--- config.mk ---
export PLATFORM = sky130hd
export DESIGN_NAME = mask_run_extractor_top_flat
export DESIGN_NICKNAME = d
export VERILOG_FILES = /design/src/sv/mre_pkg.sv /design/src/sv/mre_req_if.sv /design/src/sv/mre_rsp_if.sv /design/src/sv/mre_csr_if.sv /design/src/sv/mre_csr.sv /design/src/sv/mre_front.sv /design/src/sv/mre_queue.sv /design/src/sv/mre_back.sv /design/src/sv/mask_run_extractor_top.sv /design/src/flat_wrapper.sv
export SDC_FILE = /design/constraint.sdc
export NUM_CORES = 1
export LEC_CHECK = 0
export CAP_MARGIN = 20
export CELL_PAD_IN_SITES_DETAIL_PLACEMENT = 1
export CELL_PAD_IN_SITES_GLOBAL_PLACEMENT = 2
export CORE_AREA = 2 2 220 277
export CTS_CLUSTER_DIAMETER = 60
export DETAILED_ROUTE_END_ITERATION = 8
export DIE_AREA = 0 0 222 279
export DONT_BUFFER_PORTS = 1
export MAX_ROUTING_LAYER = met4
export PLACE_DENSITY = 0.89
export SYNTH_ARGS = -nofsm -noshare
export SYNTH_HDL_FRONTEND = slang
export SYNTH_SLANG_ARGS = --single-unit
--- constraint.sdc ---
create_clock -name clock -period 14.7 [get_ports clock]
set_input_delay 3.675 -clock clock [delete_from_list [all_inputs] [get_ports clock]]
set_output_delay 3.675 -clock clock [all_outputs]
set_load 0.005 [all_outputs]
--- src/sv/mre_pkg.sv ---
// ---------------------------------------------------------------------------
// mre_pkg: shared types and constants of the mask run extractor
// Register indexes, configuration bundle and the per-byte run record.
// ---------------------------------------------------------------------------
package mre_pkg;

   localparam int MaxRowPixels = 4096;
   localparam int MaxRuns      = 4;
   localparam int ColW         = 13;
   localparam int CoordW       = 16;
   localparam int MaskW        = 8;
   localparam int CsrIndexW    = 3;

   typedef enum logic [CsrIndexW-1:0] {
      REG_BLIT_WIDTH  = 3'd0,
      REG_BLIT_HEIGHT = 3'd1,
      REG_SOURCE_LEFT = 3'd2,
      REG_SOURCE_TOP  = 3'd3,
      REG_TARGET_LEFT = 3'd4,
      REG_TARGET_TOP  = 3'd5
   } csr_index_type;

   typedef struct packed {
      logic [ColW-1:0]   blit_width;
      logic [ColW-1:0]   blit_height;
      logic [CoordW-1:0] source_left;
      logic [CoordW-1:0] source_top;
      logic [CoordW-1:0] target_left;
      logic [CoordW-1:0] target_top;
   } cfg_type;

   // one closed run: first column and pixel count
   typedef struct packed {
      logic [ColW-1:0] start;
      logic [ColW-1:0] length;
   } run_type;

   // up to MaxRuns runs closed by one mask byte
   typedef struct packed {
      logic [2:0]                count;
      logic [ColW-1:0]           row;
      run_type [MaxRuns-1:0]     runs;
   } entry_type;

endpackage

--- src/sv/mre_req_if.sv ---
// ---------------------------------------------------------------------------
// mre_req_if: mask byte input channel
// Valid/ready channel carrying one mask byte per item.
// ---------------------------------------------------------------------------
interface mre_req_if;
   logic                       valid;
   logic                       ready;
   logic [mre_pkg::MaskW-1:0]  mask_byte;

   modport source (output valid, output mask_byte, input ready);
   modport sink   (input valid, input mask_byte, output ready);
endinterface

--- src/sv/mre_rsp_if.sv ---
// ---------------------------------------------------------------------------
// mre_rsp_if: run output channel
// Valid/ready channel carrying one visible run per item.
// ---------------------------------------------------------------------------
interface mre_rsp_if;
   logic                              valid;
   logic                              ready;
   logic signed [mre_pkg::CoordW-1:0] run_source_x;
   logic signed [mre_pkg::CoordW-1:0] run_source_y;
   logic signed [mre_pkg::CoordW-1:0] run_target_x;
   logic signed [mre_pkg::CoordW-1:0] run_target_y;
   logic [mre_pkg::ColW-1:0]          run_length;
   logic                              last_of_byte;

   modport source (output valid, output run_source_x, output run_source_y,
                   output run_target_x, output run_target_y, output run_length,
                   output last_of_byte, input ready);
   modport sink   (input valid, input run_source_x, input run_source_y,
                   input run_target_x, input run_target_y, input run_length,
                   input last_of_byte, output ready);
endinterface

--- src/sv/mre_csr_if.sv ---
// ---------------------------------------------------------------------------
// mre_csr_if: configuration write channel
// Valid/ready channel carrying a register index and write data.
// ---------------------------------------------------------------------------
interface mre_csr_if;
   logic                           valid;
   logic                           ready;
   logic [mre_pkg::CsrIndexW-1:0]  index;
   logic [mre_pkg::CoordW-1:0]     data;

   modport source (output valid, output index, output data, input ready);
   modport sink   (input valid, input index, input data, output ready);
endinterface

--- src/sv/mre_csr.sv ---
// ---------------------------------------------------------------------------
// mre_csr: configuration register bank
// Holds the six blit registers and flags a scan restart on a write to any of them.
// ---------------------------------------------------------------------------
module mre_csr (
   input  logic              clock,
   input  logic              reset,
   mre_csr_if.sink           csr_ch,
   output mre_pkg::cfg_type  cfg,
   output logic              restart
);

   mre_pkg::cfg_type cfg_ff, cfg_in;
   logic             hit;
   logic             wr;

   assign csr_ch.ready = 1'b1;
   assign wr           = csr_ch.valid;

   // decode the write
   always_comb begin
      cfg_in = cfg_ff;
      hit    = 1'b0;
      if (wr) begin
         unique case (csr_ch.index)
            mre_pkg::REG_BLIT_WIDTH: begin
               cfg_in.blit_width = csr_ch.data[mre_pkg::ColW-1:0];
               hit = 1'b1;
            end
            mre_pkg::REG_BLIT_HEIGHT: begin
               cfg_in.blit_height = csr_ch.data[mre_pkg::ColW-1:0];
               hit = 1'b1;
            end
            mre_pkg::REG_SOURCE_LEFT: begin
               cfg_in.source_left = csr_ch.data;
               hit = 1'b1;
            end
            mre_pkg::REG_SOURCE_TOP: begin
               cfg_in.source_top = csr_ch.data;
               hit = 1'b1;
            end
            mre_pkg::REG_TARGET_LEFT: begin
               cfg_in.target_left = csr_ch.data;
               hit = 1'b1;
            end
            mre_pkg::REG_TARGET_TOP: begin
               cfg_in.target_top = csr_ch.data;
               hit = 1'b1;
            end
            default: hit = 1'b0;
         endcase
      end
   end

   // hold the registers
   always_ff @(posedge clock) begin
      if (reset) begin
         cfg_ff <= '{blit_width: mre_pkg::ColW'(1), blit_height: mre_pkg::ColW'(1),
                     default: '0};
      end else begin
         cfg_ff <= cfg_in;
      end
   end

   assign cfg     = cfg_ff;
   assign restart = hit;

endmodule

--- src/sv/mre_front.sv ---
// ---------------------------------------------------------------------------
// mre_front: mask byte classifier
// Walks the eight bits of an accepted byte against the scan position and
// the open run, and packs up to MaxRuns runs the byte closes into one queue entry.
// ---------------------------------------------------------------------------
module mre_front (
   input  logic                clock,
   input  logic                reset,
   mre_req_if.sink             req_ch,
   input  mre_pkg::cfg_type    cfg,
   input  logic                restart,
   input  logic                q_full,
   output logic                q_push,
   output mre_pkg::entry_type  q_entry
);

   localparam int W = mre_pkg::ColW;

   logic [W-1:0] col_ff, col_in;
   logic [W-1:0] row_ff, row_in;
   logic [W-1:0] start_ff, start_in;
   logic [W-1:0] len_ff, len_in;

   logic [W-1:0]        w_v, h_v, col_v, row_v, left_v, start_v, len_v, row_nx;
   logic [2:0]          cnt_v;
   logic                end_row;
   mre_pkg::entry_type  entry_v;

   assign req_ch.ready = !q_full;
   assign q_push       = req_ch.valid && !q_full;

   // scan one byte
   always_comb begin
      // clamp geometry
      w_v = cfg.blit_width;
      if (w_v == '0) begin
         w_v = W'(1);
      end else if (w_v > W'(mre_pkg::MaxRowPixels)) begin
         w_v = W'(mre_pkg::MaxRowPixels);
      end
      h_v = (cfg.blit_height == '0) ? W'(1) : cfg.blit_height;
      col_v = (col_ff >= w_v) ? '0 : col_ff;
      row_v = (row_ff >= h_v) ? '0 : row_ff;
      left_v  = w_v - col_v;
      start_v = start_ff;
      len_v   = len_ff;
      cnt_v   = '0;
      entry_v = '0;

      // walk the bits, MSB first
      for (int i = 0; i < mre_pkg::MaskW; i++) begin
         if (left_v > W'(i)) begin
            if (req_ch.mask_byte[3'(mre_pkg::MaskW - 1 - i)]) begin
               if (len_v == '0) begin
                  start_v = col_v + W'(i);
               end
               len_v = len_v + W'(1);
            end else begin
               if (len_v != '0 && cnt_v < 3'(mre_pkg::MaxRuns)) begin
                  entry_v.runs[cnt_v[1:0]].start  = start_v;
                  entry_v.runs[cnt_v[1:0]].length = len_v;
                  cnt_v = cnt_v + 3'd1;
               end
               len_v   = '0;
               start_v = '0;
            end
         end
      end

      // close the run at the end of a row
      end_row = (left_v <= W'(mre_pkg::MaskW));
      if (end_row) begin
         if (len_v != '0 && cnt_v < 3'(mre_pkg::MaxRuns)) begin
            entry_v.runs[cnt_v[1:0]].start  = start_v;
            entry_v.runs[cnt_v[1:0]].length = len_v;
            cnt_v = cnt_v + 3'd1;
         end
         len_v   = '0;
         start_v = '0;
      end
      entry_v.count = cnt_v;
      entry_v.row   = row_v;

      // advance the position
      row_nx = row_v + W'(1);
      if (row_nx >= h_v) begin
         row_nx = '0;
      end
      col_in   = end_row ? '0 : col_v + W'(mre_pkg::MaskW);
      row_in   = end_row ? row_nx : row_v;
      start_in = start_v;
      len_in   = len_v;
   end

   assign q_entry = entry_v;

   // hold the scan state
   always_ff @(posedge clock) begin
      if (reset || restart) begin
         col_ff   <= '0;
         row_ff   <= '0;
         start_ff <= '0;
         len_ff   <= '0;
      end else if (q_push) begin
         col_ff   <= col_in;
         row_ff   <= row_in;
         start_ff <= start_in;
         len_ff   <= len_in;
      end
   end

endmodule

--- src/sv/mre_queue.sv ---
// ---------------------------------------------------------------------------
// mre_queue: two-entry queue between front and back
// Lets the classifier run ahead while the back drains a multi-run byte.
// ---------------------------------------------------------------------------
module mre_queue (
   input  logic                clock,
   input  logic                reset,
   input  logic                push,
   input  mre_pkg::entry_type  push_entry,
   input  logic                pop,
   output mre_pkg::entry_type  head,
   output logic                empty,
   output logic                full
);

   mre_pkg::entry_type mem_ff [2];
   logic               wr_ptr_ff, wr_ptr_in;
   logic               rd_ptr_ff, rd_ptr_in;
   logic [1:0]         count_ff, count_in;

   assign empty = (count_ff == 2'd0);
   assign full  = (count_ff == 2'd2);
   assign head  = mem_ff[rd_ptr_ff];

   // advance pointers and fill level
   always_comb begin
      wr_ptr_in = push ? !wr_ptr_ff : wr_ptr_ff;
      rd_ptr_in = pop ? !rd_ptr_ff : rd_ptr_ff;
      count_in  = count_ff;
      if (push && !pop) begin
         count_in = count_ff + 2'd1;
      end else if (pop && !push) begin
         count_in = count_ff - 2'd1;
      end
   end

   always_ff @(posedge clock) begin
      if (reset) begin
         wr_ptr_ff <= 1'b0;
         rd_ptr_ff <= 1'b0;
         count_ff  <= '0;
      end else begin
         wr_ptr_ff <= wr_ptr_in;
         rd_ptr_ff <= rd_ptr_in;
         count_ff  <= count_in;
      end
   end

   // store the entry
   always_ff @(posedge clock) begin
      if (push) begin
         mem_ff[wr_ptr_ff] <= push_entry;
      end
   end

endmodule

--- src/sv/mre_back.sv ---
// ---------------------------------------------------------------------------
// mre_back: run emitter
// Issues the head entry's runs one per cycle into the output register while
// it is free, adding source/target offsets; entries with no run are dropped.
// ---------------------------------------------------------------------------
module mre_back (
   input  logic                clock,
   input  logic                reset,
   input  mre_pkg::cfg_type    cfg,
   input  mre_pkg::entry_type  head,
   input  logic                empty,
   output logic                pop,
   mre_rsp_if.source           rsp_ch
);

   localparam int CW = mre_pkg::CoordW;

   logic [1:0]          idx_ff, idx_in;
   logic                valid_ff, valid_in;
   logic [CW-1:0]       src_x_ff, src_y_ff, tgt_x_ff, tgt_y_ff;
   logic [CW-1:0]       src_x_in, src_y_in, tgt_x_in, tgt_y_in;
   logic [mre_pkg::ColW-1:0] len_ff, len_in;
   logic                last_ff, last_in;
   logic                out_free, load, last_run;
   logic [2:0]          cnt_m1;
   mre_pkg::run_type    run_v;

   assign out_free = !valid_ff || rsp_ch.ready;
   assign cnt_m1   = head.count - 3'd1;
   assign last_run = (idx_ff == cnt_m1[1:0]);
   assign run_v    = head.runs[idx_ff];
   assign load     = !empty && head.count != '0 && out_free;

   // pick the next run and offset it
   always_comb begin
      pop      = 1'b0;
      idx_in   = idx_ff;
      valid_in = valid_ff && !rsp_ch.ready;
      if (!empty && head.count == '0) begin
         pop = 1'b1;
      end else if (load) begin
         valid_in = 1'b1;
         if (last_run) begin
            pop    = 1'b1;
            idx_in = '0;
         end else begin
            idx_in = idx_ff + 2'd1;
         end
      end
      src_x_in = cfg.source_left + CW'(run_v.start);
      src_y_in = cfg.source_top + CW'(head.row);
      tgt_x_in = cfg.target_left + CW'(run_v.start);
      tgt_y_in = cfg.target_top + CW'(head.row);
      len_in   = run_v.length;
      last_in  = last_run;
   end

   // hold control state
   always_ff @(posedge clock) begin
      if (reset) begin
         idx_ff   <= '0;
         valid_ff <= 1'b0;
      end else begin
         idx_ff   <= idx_in;
         valid_ff <= valid_in;
      end
   end

   // load the output register
   always_ff @(posedge clock) begin
      if (load) begin
         src_x_ff <= src_x_in;
         src_y_ff <= src_y_in;
         tgt_x_ff <= tgt_x_in;
         tgt_y_ff <= tgt_y_in;
         len_ff   <= len_in;
         last_ff  <= last_in;
      end
   end

   assign rsp_ch.valid        = valid_ff;
   assign rsp_ch.run_source_x = src_x_ff;
   assign rsp_ch.run_source_y = src_y_ff;
   assign rsp_ch.run_target_x = tgt_x_ff;
   assign rsp_ch.run_target_y = tgt_y_ff;
   assign rsp_ch.run_length   = len_ff;
   assign rsp_ch.last_of_byte = last_ff;

endmodule

--- src/sv/mask_run_extractor_top.sv ---
// ---------------------------------------------------------------------------
// mask_run_extractor_top: transparent blit mask span extraction
// Path: an accepted byte's entry is written into the queue, and its first
// run then moves from the queue head into the output register for rsp_ch.
// Throughput: one byte per cycle while each byte closes at most one run and
// rsp_ch.ready is high; a byte closing more runs holds the single output
// register, and the two-entry queue absorbs that before req_ch.ready drops.
// Reset: synchronous; scan restarts at row 0, column 0, width and height 1,
// offsets 0, queue and output empty.
// ---------------------------------------------------------------------------
module mask_run_extractor_top (
   input  logic     clock,
   input  logic     reset,
   mre_req_if.sink  req_ch,
   mre_rsp_if.source rsp_ch,
   mre_csr_if.sink  csr_ch
);

   mre_pkg::cfg_type    cfg;
   mre_pkg::entry_type  q_entry, q_head;
   logic                restart, q_push, q_pop, q_empty, q_full;

   // configuration registers
   mre_csr u_csr (
      .clock   (clock),
      .reset   (reset),
      .csr_ch  (csr_ch),
      .cfg     (cfg),
      .restart (restart)
   );

   // classify incoming bytes
   mre_front u_front (
      .clock   (clock),
      .reset   (reset),
      .req_ch  (req_ch),
      .cfg     (cfg),
      .restart (restart),
      .q_full  (q_full),
      .q_push  (q_push),
      .q_entry (q_entry)
   );

   // decouple front and back
   mre_queue u_queue (
      .clock      (clock),
      .reset      (reset),
      .push       (q_push),
      .push_entry (q_entry),
      .pop        (q_pop),
      .head       (q_head),
      .empty      (q_empty),
      .full       (q_full)
   );

   // emit runs
   mre_back u_back (
      .clock  (clock),
      .reset  (reset),
      .cfg    (cfg),
      .head   (q_head),
      .empty  (q_empty),
      .pop    (q_pop),
      .rsp_ch (rsp_ch)
   );

endmodule
--- src/flat_wrapper.sv ---
// flat-port wrapper written by rule: the top's interface ports become plain ports
module mask_run_extractor_top_flat 
  (clock, reset, req_ch_valid, req_ch_mask_byte, req_ch_ready, rsp_ch_valid, rsp_ch_run_source_x, rsp_ch_run_source_y, rsp_ch_run_target_x, rsp_ch_run_target_y, rsp_ch_run_length, rsp_ch_last_of_byte, rsp_ch_ready, csr_ch_valid, csr_ch_index, csr_ch_data, csr_ch_ready);
  mre_req_if req_ch_i ();
  mre_rsp_if rsp_ch_i ();
  mre_csr_if csr_ch_i ();
  input  logic clock;
  input  logic reset;
  input wire logic [$bits(req_ch_i.valid)-1:0] req_ch_valid;
  input wire logic [$bits(req_ch_i.mask_byte)-1:0] req_ch_mask_byte;
  output wire logic [$bits(req_ch_i.ready)-1:0] req_ch_ready;
  output wire logic [$bits(rsp_ch_i.valid)-1:0] rsp_ch_valid;
  output wire logic [$bits(rsp_ch_i.run_source_x)-1:0] rsp_ch_run_source_x;
  output wire logic [$bits(rsp_ch_i.run_source_y)-1:0] rsp_ch_run_source_y;
  output wire logic [$bits(rsp_ch_i.run_target_x)-1:0] rsp_ch_run_target_x;
  output wire logic [$bits(rsp_ch_i.run_target_y)-1:0] rsp_ch_run_target_y;
  output wire logic [$bits(rsp_ch_i.run_length)-1:0] rsp_ch_run_length;
  output wire logic [$bits(rsp_ch_i.last_of_byte)-1:0] rsp_ch_last_of_byte;
  input wire logic [$bits(rsp_ch_i.ready)-1:0] rsp_ch_ready;
  input wire logic [$bits(csr_ch_i.valid)-1:0] csr_ch_valid;
  input wire logic [$bits(csr_ch_i.index)-1:0] csr_ch_index;
  input wire logic [$bits(csr_ch_i.data)-1:0] csr_ch_data;
  output wire logic [$bits(csr_ch_i.ready)-1:0] csr_ch_ready;
  assign req_ch_i.valid = req_ch_valid;
  assign req_ch_i.mask_byte = req_ch_mask_byte;
  assign req_ch_ready = req_ch_i.ready;
  assign rsp_ch_valid = rsp_ch_i.valid;
  assign rsp_ch_run_source_x = rsp_ch_i.run_source_x;
  assign rsp_ch_run_source_y = rsp_ch_i.run_source_y;
  assign rsp_ch_run_target_x = rsp_ch_i.run_target_x;
  assign rsp_ch_run_target_y = rsp_ch_i.run_target_y;
  assign rsp_ch_run_length = rsp_ch_i.run_length;
  assign rsp_ch_last_of_byte = rsp_ch_i.last_of_byte;
  assign rsp_ch_i.ready = rsp_ch_ready;
  assign csr_ch_i.valid = csr_ch_valid;
  assign csr_ch_i.index = csr_ch_index;
  assign csr_ch_i.data = csr_ch_data;
  assign csr_ch_ready = csr_ch_i.ready;
  mask_run_extractor_top u_core (.clock(clock), .reset(reset), .req_ch(req_ch_i), .rsp_ch(rsp_ch_i), .csr_ch(csr_ch_i));
endmodule
# --- Yosys cells after proc, flatten, opt, wreduce, memory -nomap -nowiden ---
# Memories as Yosys holds them, arrays and structs flattened. A register that Yosys moved wholly into a read port is not among the register bits.
# Cells that the tools add are included.
totals:
  reg_bits: 227
  elab_cells: 302
  out_inout_bits: 81
  mem_count: 1
  mem_bits_rw: 240
classes:
  n_mux: 146
  n_eq_ne: 7
  bitwise: 1
  magnitude_cmp: 38
  addsub: 27
  reduce_logical: 61
mem_list:
  columns: ["name", "words", "width", "rd", "rd_clocked_by_memory_dff", "wr", "line", "rtl"]
  rows:
  - ["u_core.u_queue.mem_ff", 2, 120, 1, 1, 1, "mre_queue.sv:16", "mre_pkg::entry_type mem_ff [2];"]
ops:
  columns: ["cell", "count"]
  rows:
  - ["104-bit two-way mux", 20]
  - ["104-bit bitwise mux", 16]
  - ["26-bit demux with 2-bit select", 16]
  - ["13-bit two-way mux", 46]
  - ["26-bit two-way mux", 11]
  - ["13-bit nonzero test", 9]
  - ["13-bit zero test", 6]
  - ["13-bit by 1-bit adder with 13-bit output (second input constant)", 5]
  - ["16-bit by 13-bit adder with 16-bit output", 4]
  - ["3-bit two-way mux", 20]
  - ["13-bit by 3-bit adder with 13-bit output (second input constant)", 4]
  - ["26-bit binary-select mux with 2-bit select", 1]
  - ["13-bit by 3-bit greater-than comparator with 1-bit output (second input constant)", 4]
  - ["13-bit greater-or-equal comparator", 3]
  - ["2-bit by 3-bit less-than comparator with 1-bit output (second input constant)", 9]
  - ["13-bit by 1-bit greater-than comparator with 1-bit output (second input constant)", 2]
  - ["13-bit by 2-bit greater-than comparator with 1-bit output (second input constant)", 2]
  - ["3-bit by 1-bit adder with 3-bit output (second input constant)", 8]
  - ["3-bit less-than comparator (second input constant)", 8]
  - ["1-bit logical AND", 23]
  - ["2-bit by 1-bit greater-or-equal comparator with 1-bit output (second input constant)", 8]
  - ["2-bit AND reduction", 7]
  - ["13-bit by 4-bit adder with 13-bit output (second input constant)", 1]
  - ["13-bit greater-than comparator (second input constant)", 1]
  - ["other kinds (19)", 46]

# --- Longest topological paths before layout ---
# Gate-level depths: netlist of the first run.
logic_depth:
  depth_word: 48
  ltp_mapped: 45

# --- Hierarchy ---
# From an unflattened synthesis of the first run, not the netlist that was laid out.
hier_totals:
  cells_unflattened: 2674
  hier_area_um2: 28523.6
modules_own_cells:
  columns: ["module", "cells_per_inst", "n_inst", "area_each_um2", "seq_area_each_um2"]
  rows:
  - ["mre_front", 1466, 1, 10281.1, 1041.0]
  - ["mre_queue", 395, 1, 8899.8, 7307.0]
  - ["mre_back", 493, 1, 5758.0, 2402.3]
  - ["mre_csr", 320, 1, 3584.7, 1801.7]

# --- Worst setup path before layout of the first run ---
# No wires, ideal clock.
synth_path:
  path_type: "input to register"
  start: "in req_ch_valid"
  end: "mem u_core.u_queue.mem_ff[0][0] (netlist name), enable pin"
  required_ns: 14.099
  cell_stages: 3
  arrival_ns: 9.048
  path_slack_ns: 5.051
  n_path_buf: 1
  cell_sequence: "nand2_1 -> clkbuf_1 -> nor2_1"
synth_via:
  elab_chain_cells: 3
synth_lines:
  columns: ["element", "line", "rtl"]
  rows:
  - ["start, declared", "flat_wrapper.sv:9", "input wire logic [$bits(req_ch_i.valid)-1:0] req_ch_valid;"]
  - ["1-bit logical AND", "mre_front.sv:30", "assign q_push = req_ch.valid && !q_full;"]
  - ["1-bit two-way mux", "mre_queue.sv:51", "if (push) begin"]
  - ["1-bit two-way mux (implied by the code)", "mre_queue.sv:52", "mem_ff[wr_ptr_ff] <= push_entry;"]
  - ["end, declared", "mre_queue.sv:16", null]
# Every way passes these cells.

==> metrics.txt, run 1 <==
# TYPE chip_impl_metric gauge
chip_impl_info{name="crit_path_frequent_cell",value="sky130_fd_sc_hd__nand2_1"} 1
chip_impl_info{name="synth_top_cells_by_count",value="330 x sky130_fd_sc_hd__nand2_1, 318 x sky130_fd_sc_hd__edfxtp_1, 226 x sky130_fd_sc_hd__a21oi_1, 193 x sky130_fd_sc_hd__nor2_1, 150 x sky130_fd_sc_hd__dfxtp_1"} 1
chip_impl_metric{name="number_of_synthesized_flops_with_an_enable_pin",unit=""} 318
chip_impl_metric{name="multi_input_area",unit="mm2"} 0.0130
chip_impl_metric{name="pre_cts_ws",unit="ps"} 3410
chip_impl_info{name="yosys_most_used_dff",value="sky130_fd_sc_hd__edfxtp_1"} 1
chip_impl_info{name="reg2reg_from",value="u_core.u_csr.cfg[89]$_SDFFE_PP0P_"} 1
chip_impl_metric{name="seqCellArea",unit="mm2"} 0.0126
chip_impl_metric{name="avgSynthCellArea",unit="um2"} 10.2
chip_impl_metric{name="htree_levels",unit=""} 2
chip_impl_metric{name="fillerInstances",unit=""} 6391
chip_impl_metric{name="grt_start_max_net_pins",unit=""} 100
chip_impl_metric{name="final-hold-violation-count",unit=""} 0
chip_impl_info{name="tritoncts_clock_tree",value="yes"} 1
chip_impl_metric{name="post_cts_hold_buffer_count",unit=""} 0
chip_impl_metric{name="timing.final.max_slew_violations",unit=""} 0
chip_impl_info{name="timing.critical_path.to",value="u_core.u_queue.mem_ff[1][39]$_DFFE_PP_"} 1
chip_impl_info{name="cpMaxStageDelayCell",value="sky130_fd_sc_hd__a21oi_2"} 1
chip_impl_metric{name="synth_fa_ha_area_share",unit="%"} 7.05
chip_impl_metric{name="cts_inserted_buffers",unit=""} 50
chip_impl_metric{name="netlist_instances",unit=""} 2592
chip_impl_metric{name="placed_cells_incl_taps",unit=""} 3273
chip_impl_info{name="outcome",value="finished, final reports clean"} 1
chip_impl_metric{name="post-route-min-period",unit="ps"} 11420
chip_impl_metric{name="synth-compound-area-share",unit="%"} 14.9
chip_impl_metric{name="post_route_cells_drive_above_1_share",unit="%"} 10.3
chip_impl_metric{name="yosysSeqAreaShare",unit="%"} 47.5
chip_impl_info{name="synthDominantAreaCellType",value="sky130_fd_sc_hd__edfxtp_1"} 1
chip_impl_metric{name="final_antenna_net_count",unit=""} 0
chip_impl_metric{name="areaGrowthSynthToFinish",unit="%"} 9.35
chip_impl_info{name="largest_family_of_logic_cells_by_synthesized_area",value="compound AO/OA/AOI/OAI gates"} 1
chip_impl_metric{name="dieHeight",unit="um"} 279
chip_impl_metric{name="synthArstFlopShare",unit="%"} 0
chip_impl_metric{name="ioPinCount",unit=""} 113
chip_impl_metric{name="first_pass_iters",unit=""} 5
chip_impl_metric{name="synthMuxAreaShare",unit="%"} 9.13
chip_impl_metric{name="hpwl",unit="um"} 59700
chip_impl_metric{name="via_count_of_the_first_global_routing_pass",unit=""} 22300
chip_impl_info{name="grt_setup_unrepaired",value="false"} 1
chip_impl_info{name="synth.top_cells.by_area",value="sky130_fd_sc_hd__edfxtp_1 36%, sky130_fd_sc_hd__dfxtp_1 11%, sky130_fd_sc_hd__ha_1 6.7%"} 1
chip_impl_metric{name="cp_max_fo",unit=""} 21
chip_impl_metric{name="final.setup.tns",unit="ps"} 0
chip_impl_metric{name="timing.critical_path.slowest_cell_delay",unit="ps"} 780
chip_impl_metric{name="final.setup_skew",unit="ps"} 26.8
chip_impl_metric{name="row_count",unit=""} 100
chip_impl_info{name="critical_path.endpoint_type",value="flop"} 1
chip_impl_metric{name="post_cts_resized",unit=""} 0
chip_impl_metric{name="worst-r2r-setup-slack",unit="ps"} 3280
chip_impl_metric{name="pwr_density",unit="mW/mm2"} 158
chip_impl_metric{name="post-cts-setup-buffer-count",unit=""} 0
chip_impl_metric{name="via_count",unit=""} 20500
chip_impl_info{name="timing.rr.end",value="u_core.u_queue.mem_ff[1][39]$_DFFE_PP_"} 1
chip_impl_metric{name="clkLatencyLatePin",unit="ps"} 620
chip_impl_metric{name="wirelength",unit="um"} 84300
chip_impl_metric{name="worst-endpoint-arrival",unit="ps"} 11770
chip_impl_metric{name="slew_headroom",unit="%"} 24.4
chip_impl_metric{name="number_of_vias_per_cell_after_detailed_routing",unit=""} 6.08
chip_impl_metric{name="register_bit_count_reported_by_yosys",unit=""} 468
chip_impl_metric{name="grt_first_pass_wirelength",unit="um"} 130000
chip_impl_metric{name="avgRoutedWirePerCell",unit="um"} 25.0
chip_impl_metric{name="hold_slack",unit="ps"} 456
chip_impl_metric{name="gr-total-overflow",unit=""} 0
chip_impl_metric{name="netlist.area_leader.share",unit="%"} 36.1
chip_impl_metric{name="grt_util_overall",unit="%"} 28.0
chip_impl_metric{name="synth_warn",unit=""} 0
chip_impl_metric{name="synth_simple_gate_area_share",unit="%"} 13.9
chip_impl_metric{name="timing.final.setup_violations",unit=""} 0
chip_impl_metric{name="start_util",unit="%"} 44.7
chip_impl_metric{name="yosysUniqueCellTypes",unit=""} 80
chip_impl_metric{name="cts.sinks",unit=""} 468
chip_impl_metric{name="report.power.total",unit="mW"} 4.57
chip_impl_metric{name="final_nets",unit=""} 2740
chip_impl_metric{name="cts.path.max_buffers",unit=""} 3
chip_impl_metric{name="cellLeakagePower",unit="nW"} 10.7
chip_impl_info{name="crit_start",value="u_core.u_csr.cfg[89]$_SDFFE_PP0P_"} 1
chip_impl_info{name="worst_hold_path_type",value="reg2reg"} 1
chip_impl_metric{name="data_required_critical_path",unit="ps"} 15040
chip_impl_metric{name="fmax",unit="MHz"} 87.5
chip_impl_metric{name="max_cap_violations",unit=""} 0
chip_impl_metric{name="fin_crit_sh",unit="%"} 77.7
chip_impl_metric{name="worst_pin_slew",unit="ps"} 1130
chip_impl_metric{name="post_syn_area",unit="mm2"} 0.0264
chip_impl_metric{name="die_area",unit="mm2"} 0.0619
chip_impl_metric{name="synthXorXnorAreaFrac",unit="%"} 3.81
chip_impl_metric{name="rr_worst_depth",unit=""} 34
chip_impl_metric{name="drt_iter0_markers",unit=""} 1429
chip_impl_metric{name="die_width",unit="um"} 222
chip_impl_metric{name="core_area",unit="mm2"} 0.0592
chip_impl_metric{name="grt_antenna_before_repair",unit=""} 0
chip_impl_metric{name="vdd.ir_drop.worst",unit="V"} 0.000112
chip_impl_metric{name="fin_ws",unit="ps"} 3280
chip_impl_metric{name="gp_routability_congestion",unit=""} 0.933
chip_impl_metric{name="drt_drc_violations_left",unit=""} 0
chip_impl_metric{name="io_buffer_count",unit=""} 0
chip_impl_info{name="cts-root-buf",value="sky130_fd_sc_hd__clkbuf_16"} 1
chip_impl_info{name="path_class",value="reg2reg"} 1
chip_impl_metric{name="final_cells",unit=""} 3368
chip_impl_metric{name="antenna_cells_inserted",unit=""} 0
chip_impl_info{name="synth_most_common_cell",value="sky130_fd_sc_hd__nand2_1"} 1
chip_impl_info{name="cp-start-kind",value="flop"} 1
chip_impl_metric{name="path_clk_slew",unit="ps"} 60
-- per-layer routing --
| metal | wire length (um) | track usage (%) | share of wire (%) | vias up |
|---|---|---|---|---|
| met5 | 0 | - | 0 | - |
| met4 | 4630 | 14.5 | 5.5 | 0 |
| met3 | 4320 | 4.23 | 5.1 | 241 |
| met2 | 43200 | 50.1 | 51 | 662 |
| met1 | 32100 | 30.1 | 38 | 10200 |
| li1 | - | - | - | 9375 |
-- layout by cell type (no fill, tap or decap), types with 62 or more instances in the layout --
cell / netlist / final
sky130_fd_sc_hd__nor2_1: 193 / 191
sky130_fd_sc_hd__a21oi_1: 226 / 225
sky130_fd_sc_hd__xnor2_1: 79 / 79
sky130_fd_sc_hd__mux2_2: 62 / 62
sky130_fd_sc_hd__edfxtp_1: 318 / 318
sky130_fd_sc_hd__nand2_1: 330 / 330
sky130_fd_sc_hd__nand3_1: 76 / 72
sky130_fd_sc_hd__dfxtp_1: 150 / 148
sky130_fd_sc_hd__inv_1: 117 / 116
sky130_fd_sc_hd__ha_1: 141 / 141
sky130_fd_sc_hd__o21ai_0: 135 / 134
sky130_fd_sc_hd__o211ai_1: 66 / 66
-- worst min path at each step --
stage | cells past startpoint | startpoint | slack, ps | to
after global placement | 2 | u_core.u_csr.cfg[70]$_SDFFE_PP0P_ | 440 | u_core.u_csr.cfg[70]$_SDFFE_PP0P_
after floorplan | 2 | u_core.u_csr.cfg[69]$_SDFFE_PP0P_ | 440 | u_core.u_csr.cfg[69]$_SDFFE_PP0P_
after CTS | 2 | u_core.u_csr.cfg[71]$_SDFFE_PP0P_ | 450 | u_core.u_csr.cfg[71]$_SDFFE_PP0P_
final | 2 | u_core.u_csr.cfg[71]$_SDFFE_PP0P_ | 460 | u_core.u_csr.cfg[71]$_SDFFE_PP0P_
after detailed placement | 2 | u_core.u_csr.cfg[75]$_SDFFE_PP0P_ | 450 | u_core.u_csr.cfg[75]$_SDFFE_PP0P_
after global routing | 2 | u_core.u_csr.cfg[28]$_SDFFE_PP0P_ | 480 | u_core.u_csr.cfg[28]$_SDFFE_PP0P_
-- flip-flops by register name (all words and copies together) (netlist names), 16 cells and up, named ones only --
signal and count:
u_core.u_csr.cfg 90, u_core.u_back.rsp_ch.run_source_y 16, u_core.u_back.rsp_ch.run_target_y 16, u_core.u_queue.mem_ff 240
u_core.u_back.rsp_ch.run_target_x 16, u_core.u_back.rsp_ch.run_source_x 16
-- stage by stage --
| step | utilization, % | instance area [um2] |
|---|---|---|
| 6_report | 48.9 | 28900 |
| 5_1_grt | 48.9 | 28900 |
| 4_1_cts | 48.8 | 28900 |
| 3_5_place_dp | 46.0 | 27200 |
| 3_3_place_gp | 46.0 | 27200 |
| 2_1_floorplan | - | 26500 |
-- critical path, delay by kind of cell, from the launching register on --
kind	cells	cell delay (ps)
xor+xnor	1	310
mux	1	340
simple gates	15	5040
fa+ha+maj	5	1540
flops	1	330
compound gates	7	2320
buf+inv	5	1250
-- final cells by class --
class                   count  share of cell area [%]
clock buffers              70                    4.87
clock inverters            23                   0.831
inverters                 119                    1.55
multi-input cells        1890                    45.1
flip-flops and latches    468                    43.4
well taps                 765                    3.31
repair buffers             33                   0.909
-- where the power goes --
group          leakage [nW]  internal [mW]  switching, mW  total [mW]
clock network         0.809          0.728          0.549        1.28
registers              4.27           1.77          0.121        1.89
logic                  5.66          0.481          0.919        1.40
total                  10.7           2.98           1.59        4.57
-- kinds of logic after synthesis --
family	Yosys count
AND/OR/NAND/NOR	811
AO/OA/AOI/OAI	634
flip-flops	468
buffers and inverters	249
multiplexers	167
adder cells (fa/ha/maj)	146
XOR/XNOR	115
other	2
(Power assumes the default switching activity.)
==> run 2: changes to the inputs <==
Settings changed: CORE_AREA 2 2 220 277 to 2 2 225 283, DIE_AREA 0 0 222 279 to 0 0 227 285, PLACE_DENSITY 0.89 to 0.85.
Clock period 14.7 ns to 11.2 ns, I/O delays scaled along.
==> run 2 against run 1 <==
Register-to-register slack worse by 2500 ps. Clock skew is 13 ps higher. Design area grew 1.1%. Via count is 0.78% lower. Critical endpoint is now u_core.u_queue.mem_ff[0][13]$_DFFE_PP_. Total power up 33%. Sequential power grew 31%. Combinational power increased by 31%. First-iteration DRC count down 15%. Core utilization fell by 2.0 points.
==> metrics.txt, run 2 (synthesis gave the netlist of run 1 again) <==
# TYPE chip_impl_metric gauge
chip_impl_info{name="outcome",value="finished, final reports clean"} 1
chip_impl_metric{name="final.setup.tns",unit="ps"} 0
chip_impl_metric{name="fmax",unit="MHz"} 95.9
chip_impl_info{name="mostFrequentLayoutCells",value="330 x sky130_fd_sc_hd__nand2_1, 318 x sky130_fd_sc_hd__edfxtp_1, 226 x sky130_fd_sc_hd__a21oi_1"} 1
chip_impl_metric{name="row_count",unit=""} 103
chip_impl_metric{name="drt_iter0_markers",unit=""} 1209
chip_impl_metric{name="slew_headroom",unit="%"} 25.4
chip_impl_metric{name="via_count_of_the_first_global_routing_pass",unit=""} 21900
chip_impl_info{name="cts-root-buf",value="sky130_fd_sc_hd__clkbuf_16"} 1
chip_impl_info{name="cp-start-kind",value="flop"} 1
chip_impl_metric{name="cell_internal_pwr",unit="mW"} 3.96
chip_impl_metric{name="cts.path.max_buffers",unit=""} 3
chip_impl_metric{name="core_area",unit="mm2"} 0.0624
chip_impl_metric{name="die_width",unit="um"} 227
chip_impl_metric{name="gr-total-overflow",unit=""} 0
chip_impl_metric{name="final-hold-violation-count",unit=""} 0
chip_impl_metric{name="clockPowerShare",unit="%"} 29.0
chip_impl_metric{name="drt_drc_violations_left",unit=""} 0
chip_impl_metric{name="largest_register_ff_count",unit=""} 240
chip_impl_metric{name="cts.sinks",unit=""} 468
chip_impl_metric{name="post_cts_hold_buffer_count",unit=""} 0
chip_impl_metric{name="pre_cts_ws",unit="ps"} 689
chip_impl_metric{name="cellLeakagePower",unit="nW"} 10.8
chip_impl_metric{name="post_route_cells_drive_above_1_share",unit="%"} 11.3
chip_impl_metric{name="grt_start_max_net_pins",unit=""} 100
chip_impl_metric{name="swShare",unit="%"} 34.8
chip_impl_metric{name="ioPinCount",unit=""} 113
chip_impl_metric{name="fin_ws",unit="ps"} 769
chip_impl_metric{name="grt_antenna_before_repair",unit=""} 1
chip_impl_metric{name="first_pass_iters",unit=""} 5
chip_impl_metric{name="p_sw",unit="mW"} 2.11
chip_impl_metric{name="final_nets",unit=""} 2750
chip_impl_metric{name="clkLatencyLatePin",unit="ps"} 620
chip_impl_metric{name="cts_inserted_buffers",unit=""} 52
chip_impl_metric{name="wirelength",unit="um"} 83100
chip_impl_info{name="cpMaxStageDelayCell",value="sky130_fd_sc_hd__or4_1"} 1
chip_impl_metric{name="path_clk_slew",unit="ps"} 70
chip_impl_metric{name="worst_pin_slew",unit="ps"} 1120
chip_impl_metric{name="htree_levels",unit=""} 2
chip_impl_metric{name="post-route-min-period",unit="ps"} 10430
chip_impl_info{name="registers.top_by_ff_count",value="u_core.u_queue.mem_ff"} 1
chip_impl_metric{name="sequentialPowerShare",unit="%"} 40.7
chip_impl_metric{name="timing.final.max_slew_violations",unit=""} 0
chip_impl_metric{name="timing.final.setup_violations",unit=""} 0
chip_impl_metric{name="grt_util_overall",unit="%"} 26.6
chip_impl_info{name="layout.cells.most_common",value="sky130_fd_sc_hd__nand2_1"} 1
chip_impl_info{name="grt_setup_unrepaired",value="false"} 1
chip_impl_metric{name="dieHeight",unit="um"} 285
chip_impl_info{name="tritoncts_clock_tree",value="yes"} 1
chip_impl_metric{name="start_util",unit="%"} 42.4
chip_impl_info{name="critical_path.endpoint_type",value="flop"} 1
chip_impl_metric{name="cp_max_fo",unit=""} 21
chip_impl_metric{name="gp_routability_congestion",unit=""} 0.966
chip_impl_metric{name="fin_crit_sh",unit="%"} 93.1
chip_impl_metric{name="pwr_density",unit="mW/mm2"} 208
chip_impl_metric{name="die_area",unit="mm2"} 0.0647
chip_impl_metric{name="vdd.ir_drop.worst",unit="V"} 0.000178
chip_impl_metric{name="max_cap_violations",unit=""} 0
chip_impl_metric{name="placed_cells_incl_taps",unit=""} 3356
chip_impl_metric{name="grt_first_pass_wirelength",unit="um"} 128000
chip_impl_metric{name="worst-endpoint-arrival",unit="ps"} 10800
chip_impl_metric{name="io_buffer_count",unit=""} 0
chip_impl_metric{name="via_count",unit=""} 20300
chip_impl_metric{name="avgRoutedWirePerCell",unit="um"} 24.0
chip_impl_metric{name="combPwrFrac",unit="%"} 30.3
chip_impl_info{name="path_class",value="reg2reg"} 1
chip_impl_metric{name="timing.critical_path.slowest_cell_delay",unit="ps"} 620
chip_impl_metric{name="number_of_vias_per_cell_after_detailed_routing",unit=""} 5.88
chip_impl_info{name="worst_hold_path_type",value="reg2reg"} 1
chip_impl_metric{name="areaGrowthSynthToFinish",unit="%"} 10.6
chip_impl_metric{name="final.setup_skew",unit="ps"} 39.9
chip_impl_metric{name="data_required_critical_path",unit="ps"} 11570
chip_impl_metric{name="hpwl",unit="um"} 59600
chip_impl_metric{name="final_cells",unit=""} 3457
chip_impl_metric{name="final_antenna_net_count",unit=""} 0
chip_impl_metric{name="hold_slack",unit="ps"} 457
## run 2: cell types whose count changed in the layout (fill, tap and decap cells not counted), sizes merged
| cell | change |
|---|---|
| inv | +3 |
| clkinv | -1 |
| clkbuf | -7 |
| clkinvlp | +9 |
| buf | +8 |
| bufinv | +1 |
| diode | +1 |
## run 2: layer usage
metal / wire [um] / GRT usage (%)
met5: 0 / -
met4: 4500 / 13.1
met3: 4000 / 4.10
met2: 42800 / 47.2
met1: 31800 / 28.6
## run 2: layout make-up
cell class                 count  area (um2)
antenna                        1        2.50
clock buffer                  63        1390
clock inverter                35         395
fill                        6885       33100
inverter                     119         448
multi-input combinational   1890       13000
sequential                   468       12600
tap                          840        1050
timing repair buffer          41         344
## run 2: worst max-delay path, delay by kind of cell, from the launching register on
family                   cells  cell delay (ps)
buffers and inverters        3              960
AO/OA/AOI/OAI               11             2630
adder cells (fa/ha/maj)      7             1900
multiplexers                 1              410
flip-flops                   1              340
AND/OR/NAND/NOR             17             3960
## run 2: what timing repair did
action                                  CTS  global route
hold endpoints to repair                  0             0
resized for setup                         0             1
endpoints found under the setup margin    0            48
buffers inserted                          0             0
## run 2: stage by stage
stage	utilization [%]	total power, mW	instance area (um2)
finish	46.9	6.07	29200
detailed placement	43.9	4.33	27400
floorplan	-	3.73	26500
global placement	43.9	4.24	27400
global route	46.9	6.38	29200
CTS	46.8	6.11	29200
## run 2: final timing paths
check / to / cells after the start / slack [ps] / startpoint
worst max-delay path: u_core.u_queue.mem_ff[0][13]$_DFFE_PP_ / 39 / 770 / u_core.u_csr.cfg[89]$_SDFFE_PP0P_
worst min-delay path: u_core.u_csr.cfg[38]$_SDFFE_PP0P_ / 2 / 460 / u_core.u_csr.cfg[38]$_SDFFE_PP0P_
worst max register to register: u_core.u_queue.mem_ff[0][13]$_DFFE_PP_ / 39 / 770 / u_core.u_csr.cfg[89]$_SDFFE_PP0P_
worst min register to register: u_core.u_csr.cfg[38]$_SDFFE_PP0P_ / 2 / 460 / u_core.u_csr.cfg[38]$_SDFFE_PP0P_
## run 2: power by group through the flow
| stage | Combinational [mW] | Sequential, mW | Clock (mW) |
|---|---|---|---|
| after floorplan | 1.27 | 2.47 | 0 |
| after global placement | 1.75 | 2.49 | 0 |
| after detailed placement | 1.81 | 2.52 | 0 |
| after CTS | 1.83 | 2.48 | 1.80 |
| after global routing | 2.00 | 2.52 | 1.86 |
| final | 1.84 | 2.47 | 1.76 |
